[src/sv/atf_pkg.sv]
// types, codes and constants of the ata task file register block
// no dependencies; used by the interfaces and every module
`default_nettype none

package atf_pkg;

  // drive count and config register list
  localparam int NUM_DRIVES = 4;
  localparam int CFG_INDEX_W = 3;
  localparam int KIND_W = 2;

  // drive kinds
  localparam logic [KIND_W-1:0] KIND_DISK  = 2'd0;
  localparam logic [KIND_W-1:0] KIND_CDROM = 2'd1;
  localparam logic [KIND_W-1:0] KIND_NONE  = 2'd2;

  // access kinds
  localparam logic OP_READ  = 1'b0;
  localparam logic OP_WRITE = 1'b1;

  // port decode
  localparam logic [15:0] MASK_TF    = 16'hfff8;
  localparam logic [15:0] MASK_CTL   = 16'hfffe;
  localparam logic [15:0] MASK_DMA   = 16'hfff0;
  localparam logic [15:0] BASE_PRI   = 16'h01f0;
  localparam logic [15:0] BASE_SEC   = 16'h0170;
  localparam logic [15:0] CTL_PRI    = 16'h03f6;
  localparam logic [15:0] CTL_SEC    = 16'h0376;
  localparam logic [15:0] BASE_DMA   = 16'hc000;

  typedef enum logic [1:0] {
    CLS_NONE = 2'd0,
    CLS_TF   = 2'd1,
    CLS_DMA  = 2'd2
  } cls_t;

  // task file register selects
  localparam logic [3:0] TF_DATA  = 4'd0;
  localparam logic [3:0] TF_FEAT  = 4'd1;
  localparam logic [3:0] TF_SCNT  = 4'd2;
  localparam logic [3:0] TF_SNUM  = 4'd3;
  localparam logic [3:0] TF_CYLL  = 4'd4;
  localparam logic [3:0] TF_CYLH  = 4'd5;
  localparam logic [3:0] TF_DRVHD = 4'd6;
  localparam logic [3:0] TF_CMD   = 4'd7;
  localparam logic [3:0] TF_CTRL  = 4'd8;
  localparam logic [3:0] TF_ADDR  = 4'd9;

  // bus-master register selects
  localparam logic [2:0] DMA_CMD  = 3'd0;
  localparam logic [2:0] DMA_RSV1 = 3'd1;
  localparam logic [2:0] DMA_STAT = 3'd2;
  localparam logic [2:0] DMA_RSV3 = 3'd3;

  typedef enum logic [1:0] {
    OUT_OK     = 2'd0,
    OUT_BAD    = 2'd1,
    OUT_UNIMPL = 2'd2
  } outcome_t;

  // commands
  localparam logic [7:0] CMD_PACKET   = 8'ha0;
  localparam logic [7:0] CMD_ID_PKT   = 8'ha1;
  localparam logic [7:0] CMD_IDENTIFY = 8'hec;

  // bit positions
  localparam int DEV_BIT  = 4;
  localparam int NIEN_BIT = 1;
  localparam int SRST_BIT = 2;

  // register values
  localparam logic [7:0] STAT_SRST      = 8'h90;
  localparam logic [7:0] STAT_ABORT     = 8'h41;
  localparam logic [7:0] STAT_ID_PKT    = 8'h58;
  localparam logic [7:0] STAT_BSY_DF_ERR = 8'ha1;
  localparam logic [7:0] STAT_DRQ       = 8'h08;
  localparam logic [7:0] STAT_DRDY      = 8'h40;
  localparam logic [7:0] STAT_NOT_BSY   = 8'h7f;
  localparam logic [7:0] STAT_ERR       = 8'h01;
  localparam logic [7:0] ERR_ABORT      = 8'h04;
  localparam logic [7:0] ERR_DIAG_OK    = 8'h01;
  localparam logic [7:0] DRVHD_FIXED    = 8'ha0;
  localparam logic [7:0] DRVHD_NO_HEAD  = 8'hf0;
  localparam logic [7:0] CTRL_RESET     = 8'h08;
  localparam logic [7:0] ADDR_READ      = 8'hff;
  localparam logic [7:0] SECT_RESET     = 8'h01;
  localparam logic [15:0] CYL_ATAPI_SIG = 16'heb14;

  typedef struct packed {
    logic        op;
    logic [15:0] port_addr;
    logic [2:0]  access_len;
    logic [7:0]  write_byte;
  } req_t;

  typedef struct packed {
    logic [7:0] read_byte;
    logic [1:0] outcome;
    logic       irq_pulse;
    logic       irq_chan;
  } rsp_t;

  typedef struct packed {
    cls_t       cls;
    logic       ch;
    logic [3:0] rsel;
  } dec_t;

  typedef struct packed {
    logic                   en;
    logic [CFG_INDEX_W-1:0] index;
    logic [KIND_W-1:0]      data;
  } cfg_wr_t;

endpackage

`default_nettype wire

[src/sv/atf_ifs.sv]
// request, response and config channel interfaces of the task file block
// depends on atf_pkg for the field widths
`default_nettype none

interface atf_req_if;
  logic        valid;
  logic        ready;
  logic        op;
  logic [15:0] port_addr;
  logic [2:0]  access_len;
  logic [7:0]  write_byte;

  modport source (output valid, op, port_addr, access_len, write_byte, input ready);
  modport sink (input valid, op, port_addr, access_len, write_byte, output ready);
endinterface

interface atf_rsp_if;
  logic       valid;
  logic       ready;
  logic [7:0] read_byte;
  logic [1:0] outcome;
  logic       irq_pulse;
  logic       irq_chan;

  modport source (output valid, read_byte, outcome, irq_pulse, irq_chan, input ready);
  modport sink (input valid, read_byte, outcome, irq_pulse, irq_chan, output ready);
endinterface

interface atf_cfg_if;
  logic                                 valid;
  logic                                 ready;
  logic [atf_pkg::CFG_INDEX_W-1:0]      index;
  logic [atf_pkg::KIND_W-1:0]           data;

  modport source (output valid, index, data, input ready);
  modport sink (input valid, index, data, output ready);
endinterface

`default_nettype wire

[src/sv/ata_task_file_registers.sv]
// Two-channel IDE task file register block, two drives per channel. Each request is one
// byte-wide port access; it is held in the input register, is decoded and applied to the
// register state, and its response is loaded into the output register when it leaves the
// input register. One request is taken every cycle while responses are taken as they come;
// when a response stalls on the output, the request behind it waits in the input register
// and the input is held until the stall clears. The limit is the combinational
// read-modify-write of the register state in atf_regfile. The drive kinds are written
// through the config channel (index 0 to 3: primary master, primary slave, secondary
// master, secondary slave; 0 disk, 1 cdrom, 2 or 3 none); the user must write them only
// while no request is in flight, as the block itself does not enforce this.
// top level; depends on atf_pkg, atf_ifs, atf_decode and atf_regfile
`default_nettype none

module ata_task_file_registers (
  input  wire logic   clk,
  input  wire logic   rst,
  atf_req_if.sink     req,
  atf_rsp_if.source   rsp,
  atf_cfg_if.sink     cfg
);

  logic              in_valid;
  atf_pkg::req_t     in_req;
  logic              out_valid;
  atf_pkg::rsp_t     out_rsp;
  logic              advance;
  atf_pkg::dec_t     dec;
  atf_pkg::rsp_t     result;
  atf_pkg::cfg_wr_t  cfg_wr;

  assign advance   = in_valid && (!out_valid || rsp.ready);
  assign req.ready = !in_valid || advance;
  assign cfg.ready = 1'b1;

  assign cfg_wr.en    = cfg.valid;
  assign cfg_wr.index = cfg.index;
  assign cfg_wr.data  = cfg.data;

  // input register
  always_ff @(posedge clk) begin
    if (rst) begin
      in_valid <= 1'b0;
    end else if (req.valid && req.ready) begin
      in_valid <= 1'b1;
    end else if (advance) begin
      in_valid <= 1'b0;
    end
  end

  always_ff @(posedge clk) begin
    if (req.valid && req.ready) begin
      in_req.op         <= req.op;
      in_req.port_addr  <= req.port_addr;
      in_req.access_len <= req.access_len;
      in_req.write_byte <= req.write_byte;
    end
  end

  atf_decode u_decode (
    .port_addr (in_req.port_addr),
    .dec       (dec)
  );

  atf_regfile u_regfile (
    .clk    (clk),
    .rst    (rst),
    .commit (advance),
    .req    (in_req),
    .dec    (dec),
    .cfg_wr (cfg_wr),
    .result (result)
  );

  // output register
  always_ff @(posedge clk) begin
    if (rst) begin
      out_valid <= 1'b0;
    end else if (advance) begin
      out_valid <= 1'b1;
    end else if (rsp.ready) begin
      out_valid <= 1'b0;
    end
  end

  always_ff @(posedge clk) begin
    if (advance) begin
      out_rsp <= result;
    end
  end

  assign rsp.valid     = out_valid;
  assign rsp.read_byte = out_rsp.read_byte;
  assign rsp.outcome   = out_rsp.outcome;
  assign rsp.irq_pulse = out_rsp.irq_pulse;
  assign rsp.irq_chan  = out_rsp.irq_chan;

endmodule

`default_nettype wire

[src/sv/atf_decode.sv]
// port address decode: channel, register class and register select
// depends on atf_pkg
`default_nettype none

module atf_decode (
  input  wire logic [15:0]   port_addr,
  output atf_pkg::dec_t      dec
);

  always_comb begin
    dec.cls  = atf_pkg::CLS_NONE;
    dec.ch   = 1'b0;
    dec.rsel = atf_pkg::TF_DATA;
    // command block ports
    if ((port_addr & atf_pkg::MASK_TF) == atf_pkg::BASE_PRI) begin
      dec.cls  = atf_pkg::CLS_TF;
      dec.rsel = {1'b0, port_addr[2:0]};
    end else if ((port_addr & atf_pkg::MASK_TF) == atf_pkg::BASE_SEC) begin
      dec.cls  = atf_pkg::CLS_TF;
      dec.ch   = 1'b1;
      dec.rsel = {1'b0, port_addr[2:0]};
    // control block ports
    end else if ((port_addr & atf_pkg::MASK_CTL) == atf_pkg::CTL_PRI) begin
      dec.cls  = atf_pkg::CLS_TF;
      dec.rsel = {3'b100, port_addr[0]};
    end else if ((port_addr & atf_pkg::MASK_CTL) == atf_pkg::CTL_SEC) begin
      dec.cls  = atf_pkg::CLS_TF;
      dec.ch   = 1'b1;
      dec.rsel = {3'b100, port_addr[0]};
    // bus-master block, eight bytes per channel
    end else if ((port_addr & atf_pkg::MASK_DMA) == atf_pkg::BASE_DMA) begin
      dec.cls  = atf_pkg::CLS_DMA;
      dec.ch   = port_addr[3];
      dec.rsel = {1'b0, port_addr[2:0]};
    end
  end

endmodule

`default_nettype wire

[src/sv/atf_regfile.sv]
// task file, control and bus-master register state with its access logic
// depends on atf_pkg; the request is decoded by atf_decode
`default_nettype none

module atf_regfile (
  input  wire logic             clk,
  input  wire logic             rst,
  input  wire logic             commit,
  input  atf_pkg::req_t         req,
  input  atf_pkg::dec_t         dec,
  input  atf_pkg::cfg_wr_t      cfg_wr,
  output atf_pkg::rsp_t         result
);

  // per-channel registers
  logic [7:0]  err_reg[2], feat_reg[2], drvhead_reg[2], stat_reg[2];
  logic [7:0]  command_reg[2], control_reg[2];
  logic [7:0]  err_next[2], feat_next[2], drvhead_next[2], stat_next[2];
  logic [7:0]  command_next[2], control_next[2];
  // per-drive registers
  logic [atf_pkg::KIND_W-1:0] type_reg[atf_pkg::NUM_DRIVES];
  logic [7:0]  sect_count[atf_pkg::NUM_DRIVES], sect_number[atf_pkg::NUM_DRIVES];
  logic [15:0] cyl_word[atf_pkg::NUM_DRIVES];
  logic [7:0]  dma_command[atf_pkg::NUM_DRIVES], dma_stat[atf_pkg::NUM_DRIVES];
  logic [31:0] prd_address[atf_pkg::NUM_DRIVES];
  logic [7:0]  sect_count_next[atf_pkg::NUM_DRIVES], sect_number_next[atf_pkg::NUM_DRIVES];
  logic [15:0] cyl_word_next[atf_pkg::NUM_DRIVES];
  logic [7:0]  dma_command_next[atf_pkg::NUM_DRIVES], dma_stat_next[atf_pkg::NUM_DRIVES];
  logic [31:0] prd_address_next[atf_pkg::NUM_DRIVES];

  logic                 ch;
  logic [1:0]           drv;
  logic [1:0]           drv_new;
  logic [1:0]           drv_m;
  logic [1:0]           drv_s;
  logic [2:0]           dsel;
  logic [7:0]           wb;
  logic [7:0]           rb;
  logic [7:0]           stat_tmp;
  logic                 irq_ok;
  logic                 irq;
  atf_pkg::outcome_t    outcome;

  assign ch      = dec.ch;
  assign drv     = {ch, drvhead_reg[ch][atf_pkg::DEV_BIT]};
  assign drv_new = {ch, req.write_byte[atf_pkg::DEV_BIT]};
  assign drv_m   = {ch, 1'b0};
  assign drv_s   = {ch, 1'b1};
  assign dsel    = dec.rsel[2:0];
  assign wb      = req.write_byte;
  assign irq_ok  = !control_reg[ch][atf_pkg::NIEN_BIT];

  // access: result and next register values
  always_comb begin
    err_next         = err_reg;
    feat_next        = feat_reg;
    drvhead_next     = drvhead_reg;
    stat_next        = stat_reg;
    command_next     = command_reg;
    control_next     = control_reg;
    sect_count_next  = sect_count;
    sect_number_next = sect_number;
    cyl_word_next    = cyl_word;
    dma_command_next = dma_command;
    dma_stat_next    = dma_stat;
    prd_address_next = prd_address;
    rb       = 8'h00;
    irq      = 1'b0;
    outcome  = atf_pkg::OUT_OK;
    stat_tmp = stat_reg[ch];

    if (dec.cls == atf_pkg::CLS_NONE) begin
      outcome = atf_pkg::OUT_BAD;
    end else if (dec.cls == atf_pkg::CLS_TF && dec.rsel == atf_pkg::TF_DATA) begin
      outcome = atf_pkg::OUT_UNIMPL;
    end else if (req.access_len != 3'd1) begin
      outcome = atf_pkg::OUT_BAD;
    end else if (dec.cls == atf_pkg::CLS_DMA) begin
      // bus-master bytes of the selected drive
      case (dsel)
        atf_pkg::DMA_RSV1, atf_pkg::DMA_RSV3: outcome = atf_pkg::OUT_BAD;
        atf_pkg::DMA_CMD: begin
          if (req.op == atf_pkg::OP_WRITE) dma_command_next[drv] = wb;
          else rb = dma_command[drv];
        end
        atf_pkg::DMA_STAT: begin
          if (req.op == atf_pkg::OP_WRITE) dma_stat_next[drv] = wb;
          else rb = dma_stat[drv];
        end
        default: begin
          if (req.op == atf_pkg::OP_WRITE) prd_address_next[drv][{dsel[1:0], 3'b000} +: 8] = wb;
          else rb = prd_address[drv][{dsel[1:0], 3'b000} +: 8];
        end
      endcase
    end else if (req.op == atf_pkg::OP_WRITE) begin
      // task file writes
      case (dec.rsel)
        atf_pkg::TF_FEAT: feat_next[ch] = wb;
        atf_pkg::TF_SCNT: sect_count_next[drv] = wb;
        atf_pkg::TF_SNUM: sect_number_next[drv] = wb;
        atf_pkg::TF_CYLL: cyl_word_next[drv][7:0] = wb;
        atf_pkg::TF_CYLH: cyl_word_next[drv][15:8] = wb;
        atf_pkg::TF_DRVHD: begin
          drvhead_next[ch] = wb | atf_pkg::DRVHD_FIXED;
          if (type_reg[drv_new] > atf_pkg::KIND_CDROM) begin
            err_next[ch]  = err_reg[ch] | atf_pkg::ERR_ABORT;
            stat_next[ch] = stat_reg[ch] | atf_pkg::STAT_ERR;
          end
        end
        atf_pkg::TF_CMD: begin
          command_next[ch] = wb;
          if (wb == atf_pkg::CMD_PACKET) begin
            if (type_reg[drv] != atf_pkg::KIND_CDROM) begin
              stat_tmp     = atf_pkg::STAT_ABORT;
              err_next[ch] = atf_pkg::ERR_ABORT;
              irq          = irq_ok;
            end
            sect_count_next[drv] = atf_pkg::SECT_RESET;
            stat_next[ch] = (stat_tmp & ~atf_pkg::STAT_BSY_DF_ERR) | atf_pkg::STAT_DRQ;
          end else if (wb == atf_pkg::CMD_ID_PKT) begin
            err_next[ch]  = 8'h00;
            stat_next[ch] = atf_pkg::STAT_ID_PKT;
            irq           = irq_ok;
          end else if (wb == atf_pkg::CMD_IDENTIFY) begin
            if (type_reg[drv] != atf_pkg::KIND_DISK) begin
              sect_count_next[drv]  = atf_pkg::SECT_RESET;
              sect_number_next[drv] = atf_pkg::SECT_RESET;
              cyl_word_next[drv]    = (type_reg[drv] == atf_pkg::KIND_CDROM) ?
                                      atf_pkg::CYL_ATAPI_SIG : 16'h0000;
              stat_next[ch] = atf_pkg::STAT_ABORT;
              err_next[ch]  = atf_pkg::ERR_ABORT;
              irq           = irq_ok;
            end else begin
              outcome = atf_pkg::OUT_UNIMPL;
            end
          end else begin
            outcome = atf_pkg::OUT_UNIMPL;
          end
        end
        atf_pkg::TF_CTRL: begin
          // soft reset on either edge of srst
          if (!control_reg[ch][atf_pkg::SRST_BIT] && wb[atf_pkg::SRST_BIT]) begin
            stat_next[ch]    = atf_pkg::STAT_SRST;
            err_next[ch]     = atf_pkg::ERR_DIAG_OK;
            command_next[ch] = 8'h00;
          end else if (control_reg[ch][atf_pkg::SRST_BIT] && !wb[atf_pkg::SRST_BIT]) begin
            stat_next[ch]    = (stat_reg[ch] & atf_pkg::STAT_NOT_BSY) | atf_pkg::STAT_DRDY;
            drvhead_next[ch] = drvhead_reg[ch] & atf_pkg::DRVHD_NO_HEAD;
            sect_count_next[drv_m]  = atf_pkg::SECT_RESET;
            sect_number_next[drv_m] = atf_pkg::SECT_RESET;
            cyl_word_next[drv_m]    = (type_reg[drv_m] == atf_pkg::KIND_CDROM) ?
                                      atf_pkg::CYL_ATAPI_SIG : 16'h0000;
            sect_count_next[drv_s]  = atf_pkg::SECT_RESET;
            sect_number_next[drv_s] = atf_pkg::SECT_RESET;
            cyl_word_next[drv_s]    = (type_reg[drv_s] == atf_pkg::KIND_CDROM) ?
                                      atf_pkg::CYL_ATAPI_SIG : 16'h0000;
          end
          control_next[ch] = wb;
        end
        default: outcome = atf_pkg::OUT_BAD;
      endcase
    end else begin
      // task file reads; an absent drive floats to zero but for drive/head, which reads a0
      if (dec.rsel == atf_pkg::TF_ADDR) begin
        rb = atf_pkg::ADDR_READ;
      end else if (type_reg[drv] > atf_pkg::KIND_CDROM) begin
        rb = (dec.rsel == atf_pkg::TF_DRVHD) ? atf_pkg::DRVHD_FIXED : 8'h00;
      end else begin
        case (dec.rsel)
          atf_pkg::TF_FEAT:  rb = err_reg[ch];
          atf_pkg::TF_SCNT:  rb = sect_count[drv];
          atf_pkg::TF_SNUM:  rb = sect_number[drv];
          atf_pkg::TF_CYLL:  rb = cyl_word[drv][7:0];
          atf_pkg::TF_CYLH:  rb = cyl_word[drv][15:8];
          atf_pkg::TF_DRVHD: rb = drvhead_reg[ch];
          default:           rb = stat_reg[ch];
        endcase
      end
    end

    result.read_byte = (req.op == atf_pkg::OP_WRITE) ? 8'h00 : rb;
    result.outcome   = outcome;
    result.irq_pulse = irq;
    result.irq_chan  = irq & ch;
  end

  // register update on commit, drive kinds on config write
  always_ff @(posedge clk) begin
    if (rst) begin
      for (int i = 0; i < 2; i++) begin
        err_reg[i]     <= atf_pkg::ERR_DIAG_OK;
        feat_reg[i]    <= 8'h00;
        drvhead_reg[i] <= 8'h00;
        stat_reg[i]    <= 8'h00;
        command_reg[i] <= 8'h00;
        control_reg[i] <= atf_pkg::CTRL_RESET;
      end
      for (int i = 0; i < atf_pkg::NUM_DRIVES; i++) begin
        type_reg[i]    <= atf_pkg::KIND_NONE;
        sect_count[i]  <= atf_pkg::SECT_RESET;
        sect_number[i] <= atf_pkg::SECT_RESET;
        cyl_word[i]    <= 16'h0000;
        dma_command[i] <= 8'h00;
        dma_stat[i]    <= 8'h00;
        prd_address[i] <= 32'h0000_0000;
      end
    end else begin
      if (commit) begin
        err_reg     <= err_next;
        feat_reg    <= feat_next;
        drvhead_reg <= drvhead_next;
        stat_reg    <= stat_next;
        command_reg <= command_next;
        control_reg <= control_next;
        sect_count  <= sect_count_next;
        sect_number <= sect_number_next;
        cyl_word    <= cyl_word_next;
        dma_command <= dma_command_next;
        dma_stat    <= dma_stat_next;
        prd_address <= prd_address_next;
      end
      if (cfg_wr.en && cfg_wr.index < atf_pkg::CFG_INDEX_W'(atf_pkg::NUM_DRIVES)) begin
        type_reg[cfg_wr.index[1:0]] <= cfg_wr.data;
      end
    end
  end

endmodule

`default_nettype wire

[src/flat_wrapper.sv]
// flat-port wrapper written by rule: the top's interface ports become plain ports
module ata_task_file_registers_flat 
  (clk, rst, req_valid, req_op, req_port_addr, req_access_len, req_write_byte, req_ready, rsp_valid, rsp_read_byte, rsp_outcome, rsp_irq_pulse, rsp_irq_chan, rsp_ready, cfg_valid, cfg_index, cfg_data, cfg_ready);
  atf_req_if req_i ();
  atf_rsp_if rsp_i ();
  atf_cfg_if cfg_i ();
  input  wire logic clk;
  input  wire logic rst;
  input wire logic [$bits(req_i.valid)-1:0] req_valid;
  input wire logic [$bits(req_i.op)-1:0] req_op;
  input wire logic [$bits(req_i.port_addr)-1:0] req_port_addr;
  input wire logic [$bits(req_i.access_len)-1:0] req_access_len;
  input wire logic [$bits(req_i.write_byte)-1:0] req_write_byte;
  output wire logic [$bits(req_i.ready)-1:0] req_ready;
  output wire logic [$bits(rsp_i.valid)-1:0] rsp_valid;
  output wire logic [$bits(rsp_i.read_byte)-1:0] rsp_read_byte;
  output wire logic [$bits(rsp_i.outcome)-1:0] rsp_outcome;
  output wire logic [$bits(rsp_i.irq_pulse)-1:0] rsp_irq_pulse;
  output wire logic [$bits(rsp_i.irq_chan)-1:0] rsp_irq_chan;
  input wire logic [$bits(rsp_i.ready)-1:0] rsp_ready;
  input wire logic [$bits(cfg_i.valid)-1:0] cfg_valid;
  input wire logic [$bits(cfg_i.index)-1:0] cfg_index;
  input wire logic [$bits(cfg_i.data)-1:0] cfg_data;
  output wire logic [$bits(cfg_i.ready)-1:0] cfg_ready;
  assign req_i.valid = req_valid;
  assign req_i.op = req_op;
  assign req_i.port_addr = req_port_addr;
  assign req_i.access_len = req_access_len;
  assign req_i.write_byte = req_write_byte;
  assign req_ready = req_i.ready;
  assign rsp_valid = rsp_i.valid;
  assign rsp_read_byte = rsp_i.read_byte;
  assign rsp_outcome = rsp_i.outcome;
  assign rsp_irq_pulse = rsp_i.irq_pulse;
  assign rsp_irq_chan = rsp_i.irq_chan;
  assign rsp_i.ready = rsp_ready;
  assign cfg_i.valid = cfg_valid;
  assign cfg_i.index = cfg_index;
  assign cfg_i.data = cfg_data;
  assign cfg_ready = cfg_i.ready;
  ata_task_file_registers u_core (.clk(clk), .rst(rst), .req(req_i), .rsp(rsp_i), .cfg(cfg_i));
endmodule
[config.mk]
export PLATFORM = sky130hd
export DESIGN_NAME = ata_task_file_registers_flat
export DESIGN_NICKNAME = d
export VERILOG_FILES = /design/src/sv/atf_pkg.sv /design/src/sv/atf_ifs.sv /design/src/sv/ata_task_file_registers.sv /design/src/sv/atf_decode.sv /design/src/sv/atf_regfile.sv /design/src/flat_wrapper.sv
export SDC_FILE = /design/constraint.sdc
export NUM_CORES = 1
export LEC_CHECK = 0
export BUFFER_PORTS_ARGS = -buffer_cell sky130_fd_sc_hd__buf_2
export CORE_MARGIN = 8
export CORE_UTILIZATION = 45
export DETAILED_ROUTE_END_ITERATION = 8
export PLACE_DENSITY = 0.58
export SYNTH_ARGS = -nofsm -noshare
export SYNTH_HDL_FRONTEND = slang
export SYNTH_HIERARCHICAL = 1
export SYNTH_SLANG_ARGS = --single-unit
[constraint.sdc]
create_clock -name clk -period 8.8 [get_ports clk]
set_input_delay 0.44 -clock clk [delete_from_list [all_inputs] [get_ports clk]]
set_output_delay 0.44 -clock clk [all_outputs]
set_load 0.005 [all_outputs]
==> flow_metrics.env <==
export IMPL_min_period_ns=5.89
export IMPL_r2r_cells=15
export IMPL_cp_start_kind="flop"
export IMPL_ys_seq_area_frac=0.432
export IMPL_place_ws_ns=2.98
export IMPL_multi_input_area_um2=10800
export IMPL_gp_congestion=1.00
export IMPL_syn2layout_area_growth_pct=9.69
export IMPL_cellLeakagePower_uw=0.00725
export IMPL_grt_max_degree=96
export IMPL_grt_overflow_total=0
export IMPL_drt_iter0_markers=2245
export IMPL_synthesis_nets=2391
export IMPL_n_antenna_cell=0
export IMPL_drv_cap=0
export IMPL_fp_dieW_um=230
export IMPL_crit_type="reg2reg"
export IMPL_clock_path_buffers=3
export IMPL_hold_path_endpoint="u_core/in_req[5]"
export IMPL_nets=2343
export IMPL_netlist_top_cells_area="dfxtp_1, edfxtp_1, mux2i_1"
export IMPL_synthCells=2345
export IMPL_worst_pin_slew_ns=1.16
export IMPL_timing_rr_start="u_core/in_req[22]"
export IMPL_die_height_um=230
export IMPL_grt_pass1_vias=17932
export IMPL_cts_root_buffer_cell="clkbuf_16"
export IMPL_seqCellArea_um2=8940
export IMPL_arrival_ns=6.35
export IMPL_dieArea_um2=53000
export IMPL_dpl_hpwl_um=46800
export IMPL_status="complete, no violations"
export IMPL_grtUsageMet1=0.337
export IMPL_wl_per_cell_um=24.6
export IMPL_synth_avg_cell_area_um2=8.81
export IMPL_start_util=0.455
export IMPL_setup_slack_ns=2.91
export IMPL_cpPeakStageDelay_ns=0.80
export IMPL_regToRegEndpoint="u_core/u_regfile/cyl_word[5]"
export IMPL_final_common_cell="dfxtp_1"
export IMPL_clock_sinks=422
export IMPL_core_um2=45400
export IMPL_syn_cell_area_um2=20600
export IMPL_avgViaCountPerCell=6.42
export IMPL_synth_edf_count=48
export IMPL_maxSlewHeadroom=0.222
export IMPL_htreeDepth=2
export IMPL_n_fill_cell=4321
export IMPL_post_route_drc_count=0
export IMPL_tns_ns=0
export IMPL_synthArstFlopShare=0
export IMPL_fmax_ghz=0.170
export IMPL_track_usage=0.262
export IMPL_clk_latency_ns=0.59
export IMPL_cp_max_fo=31
export IMPL_rsz0062_at_grt="false"
export IMPL_top_register="u_core/u_regfile/prd_address"
export IMPL_skew_ns=0.0181
export IMPL_yosysTopAreaCell="dfxtp_1"
export IMPL_final_period_utilization=0.670
export IMPL_reg2reg_slack_ns=2.91
export IMPL_cts_setup_buffers=0
export IMPL_drt_antenna_violating_nets=0
export IMPL_cp_required_ns=9.26
export IMPL_hold_violations=0
export IMPL_largest_register_ffs=128
export IMPL_portBuffers=51
export IMPL_via_count=18823
export IMPL_floorplan_rows=78
export IMPL_crit_slowest_cell="nor4_4"
export IMPL_numCtsBuffers=46
export IMPL_routed_wl_um=72000
export IMPL_synth_top_area_share=0.363
export IMPL_yosys_warnings=6
export IMPL_grt_busiest_layer="met2"
export IMPL_grt_pass1_wl_um=110000
export IMPL_finalInstanceArea_um2=22600
export IMPL_reg_top3="u_core/u_regfile/prd_address x128, u_core/u_regfile/cyl_word x64"
export IMPL_whs_path_depth=1
export IMPL_num_io_pins=53
export IMPL_p_per_area_nw_per_um2=175
export IMPL_min_from="req_write_byte[5]"
export IMPL_most_common_layout_cells="dfxtp_1, nand2_1, a21oi_1"
export IMPL_hold_class="in2reg"
export IMPL_cp_end_kind="flop"
export IMPL_drv_slew=0
export IMPL_drive_gt1_frac=0.113
export IMPL_ys_seq_elements=422
export IMPL_report_final_setup_viol=0
export IMPL_antenna_found_initial=3
export IMPL_met3_usage=0.0417
export IMPL_crit_chain="nor4_4 -> nand3_1 -> inv_1 -> o21a_2 -> buf_4 -> clkinv_1 -> ha_1 -> buf_4 -> nand3b_1 -> buf_4 -> nor2_1 -> or3_1 -> nor4_4 -> a21oi_1 -> a22o_1"
export IMPL_placed_area_um2=21200
export IMPL_grt_util_met2=0.430
export IMPL_clkTransAtPathRegs_ns=0.06
export IMPL_cts_tree="yes"
export IMPL_drt_first_pass_iters=7
export IMPL_ir_drop_v=0.000187
export IMPL_cpMostUsedCell="buf_4"
export IMPL_ys_types=87
export IMPL_synth_top_flop_cell="dfxtp_1"
==> Yosys cell counts (all sizes together), types with 11 or more instances <==
cell / number
inv: 34
dfxtp: 374
a21oi: 252
nand4: 12
nor3: 36
mux4: 39
nand3: 67
nor4: 16
o22ai: 48
buf: 70
a32o: 19
a221oi: 11
a221o: 13
nor2: 191
clkbuf: 123
mux2i: 139
nor2b: 43
o31ai: 15
edfxtp: 48
a31oi: 26
o21ai: 179
a32oi: 29
nor3b: 12
a211oi: 64
nand2: 286
and2: 46
o211ai: 13
==> critical path, delay by kind of cell, from the launching register on <==
| kind | cells | cell delay, ns |
|---|---|---|
| DFF | 1 | 0.40 |
| and+or+nand+nor | 6 | 2.36 |
| AOI/OAI and AO/OA | 3 | 0.75 |
| adders and majority gates | 1 | 0.45 |
| buffers and inverters | 5 | 1.78 |
==> where the power goes <==
| group | internal, µW | switching (µW) |
|---|---|---|
| Sequential | 1960 | 9.08 |
| Clock | 1050 | 812 |
| Combinational | 27.0 | 94.4 |
| Total | 3040 | 916 |
==> metal layers <==
layer / wire length [µm] / up-vias / share of wire
li1: - / 8518 / -
met1: 28800 / 9109 / 0.40
met2: 33900 / 975 / 0.47
met3: 5850 / 221 / 0.081
met4: 3490 / 0 / 0.048
met5: 0 / - / 0
==> how the worst max path moves through the flow <==
stage                      startpoint                       endpoint  slack [ns]
floorplan           u_core/in_req[22]  u_core/u_regfile/cyl_word[48]        4.38
global placement    u_core/in_req[22]   u_core/u_regfile/cyl_word[7]        3.19
detailed placement  u_core/in_req[22]   u_core/u_regfile/cyl_word[5]        2.98
CTS                 u_core/in_req[22]   u_core/u_regfile/cyl_word[5]        2.96
global route        u_core/in_req[22]   u_core/u_regfile/cyl_word[5]        2.54
finish              u_core/in_req[22]   u_core/u_regfile/cyl_word[5]        2.91
==> timing repair <==
action,in CTS,in global routing
gates resized for setup,0,0
hold buffers,1,0
hold endpoints to repair,1,0
==> cell type report <==
cell class              count  area share
clock inverters            21     0.00608
inverters                  38     0.00630
well taps                 600      0.0331
flip-flops and latches    422       0.395
clock buffers              63      0.0568
repair buffers             97      0.0271
multi-input cells        1692       0.476
==> logic make-up after synthesis <==
kind of cell / Yosys count / synth area share
simple gates: 759 / 0.177
buf+inv: 231 / 0.0471
compound gates: 738 / 0.224
other cells: 1 / 0.000182
fa+ha+maj: 8 / 0.00485
mux: 186 / 0.114
flops: 422 / 0.432
==> metrics by stage <==
stage | cells | power, µW | hold slack (ns) | util
4_1_cts | 2933 | 3990 | 0.00335 | 0.499
2_1_floorplan | 2345 | 2070 | 0.425 | -
3_3_place_gp | 2848 | 2130 | 0.434 | 0.467
6_report | 2933 | 3950 | 0.0334 | 0.499
3_5_place_dp | 2848 | 2130 | 0.441 | 0.467
5_1_grt | 2933 | 4070 | 0.0131 | 0.499
(Power assumes the default switching activity.)
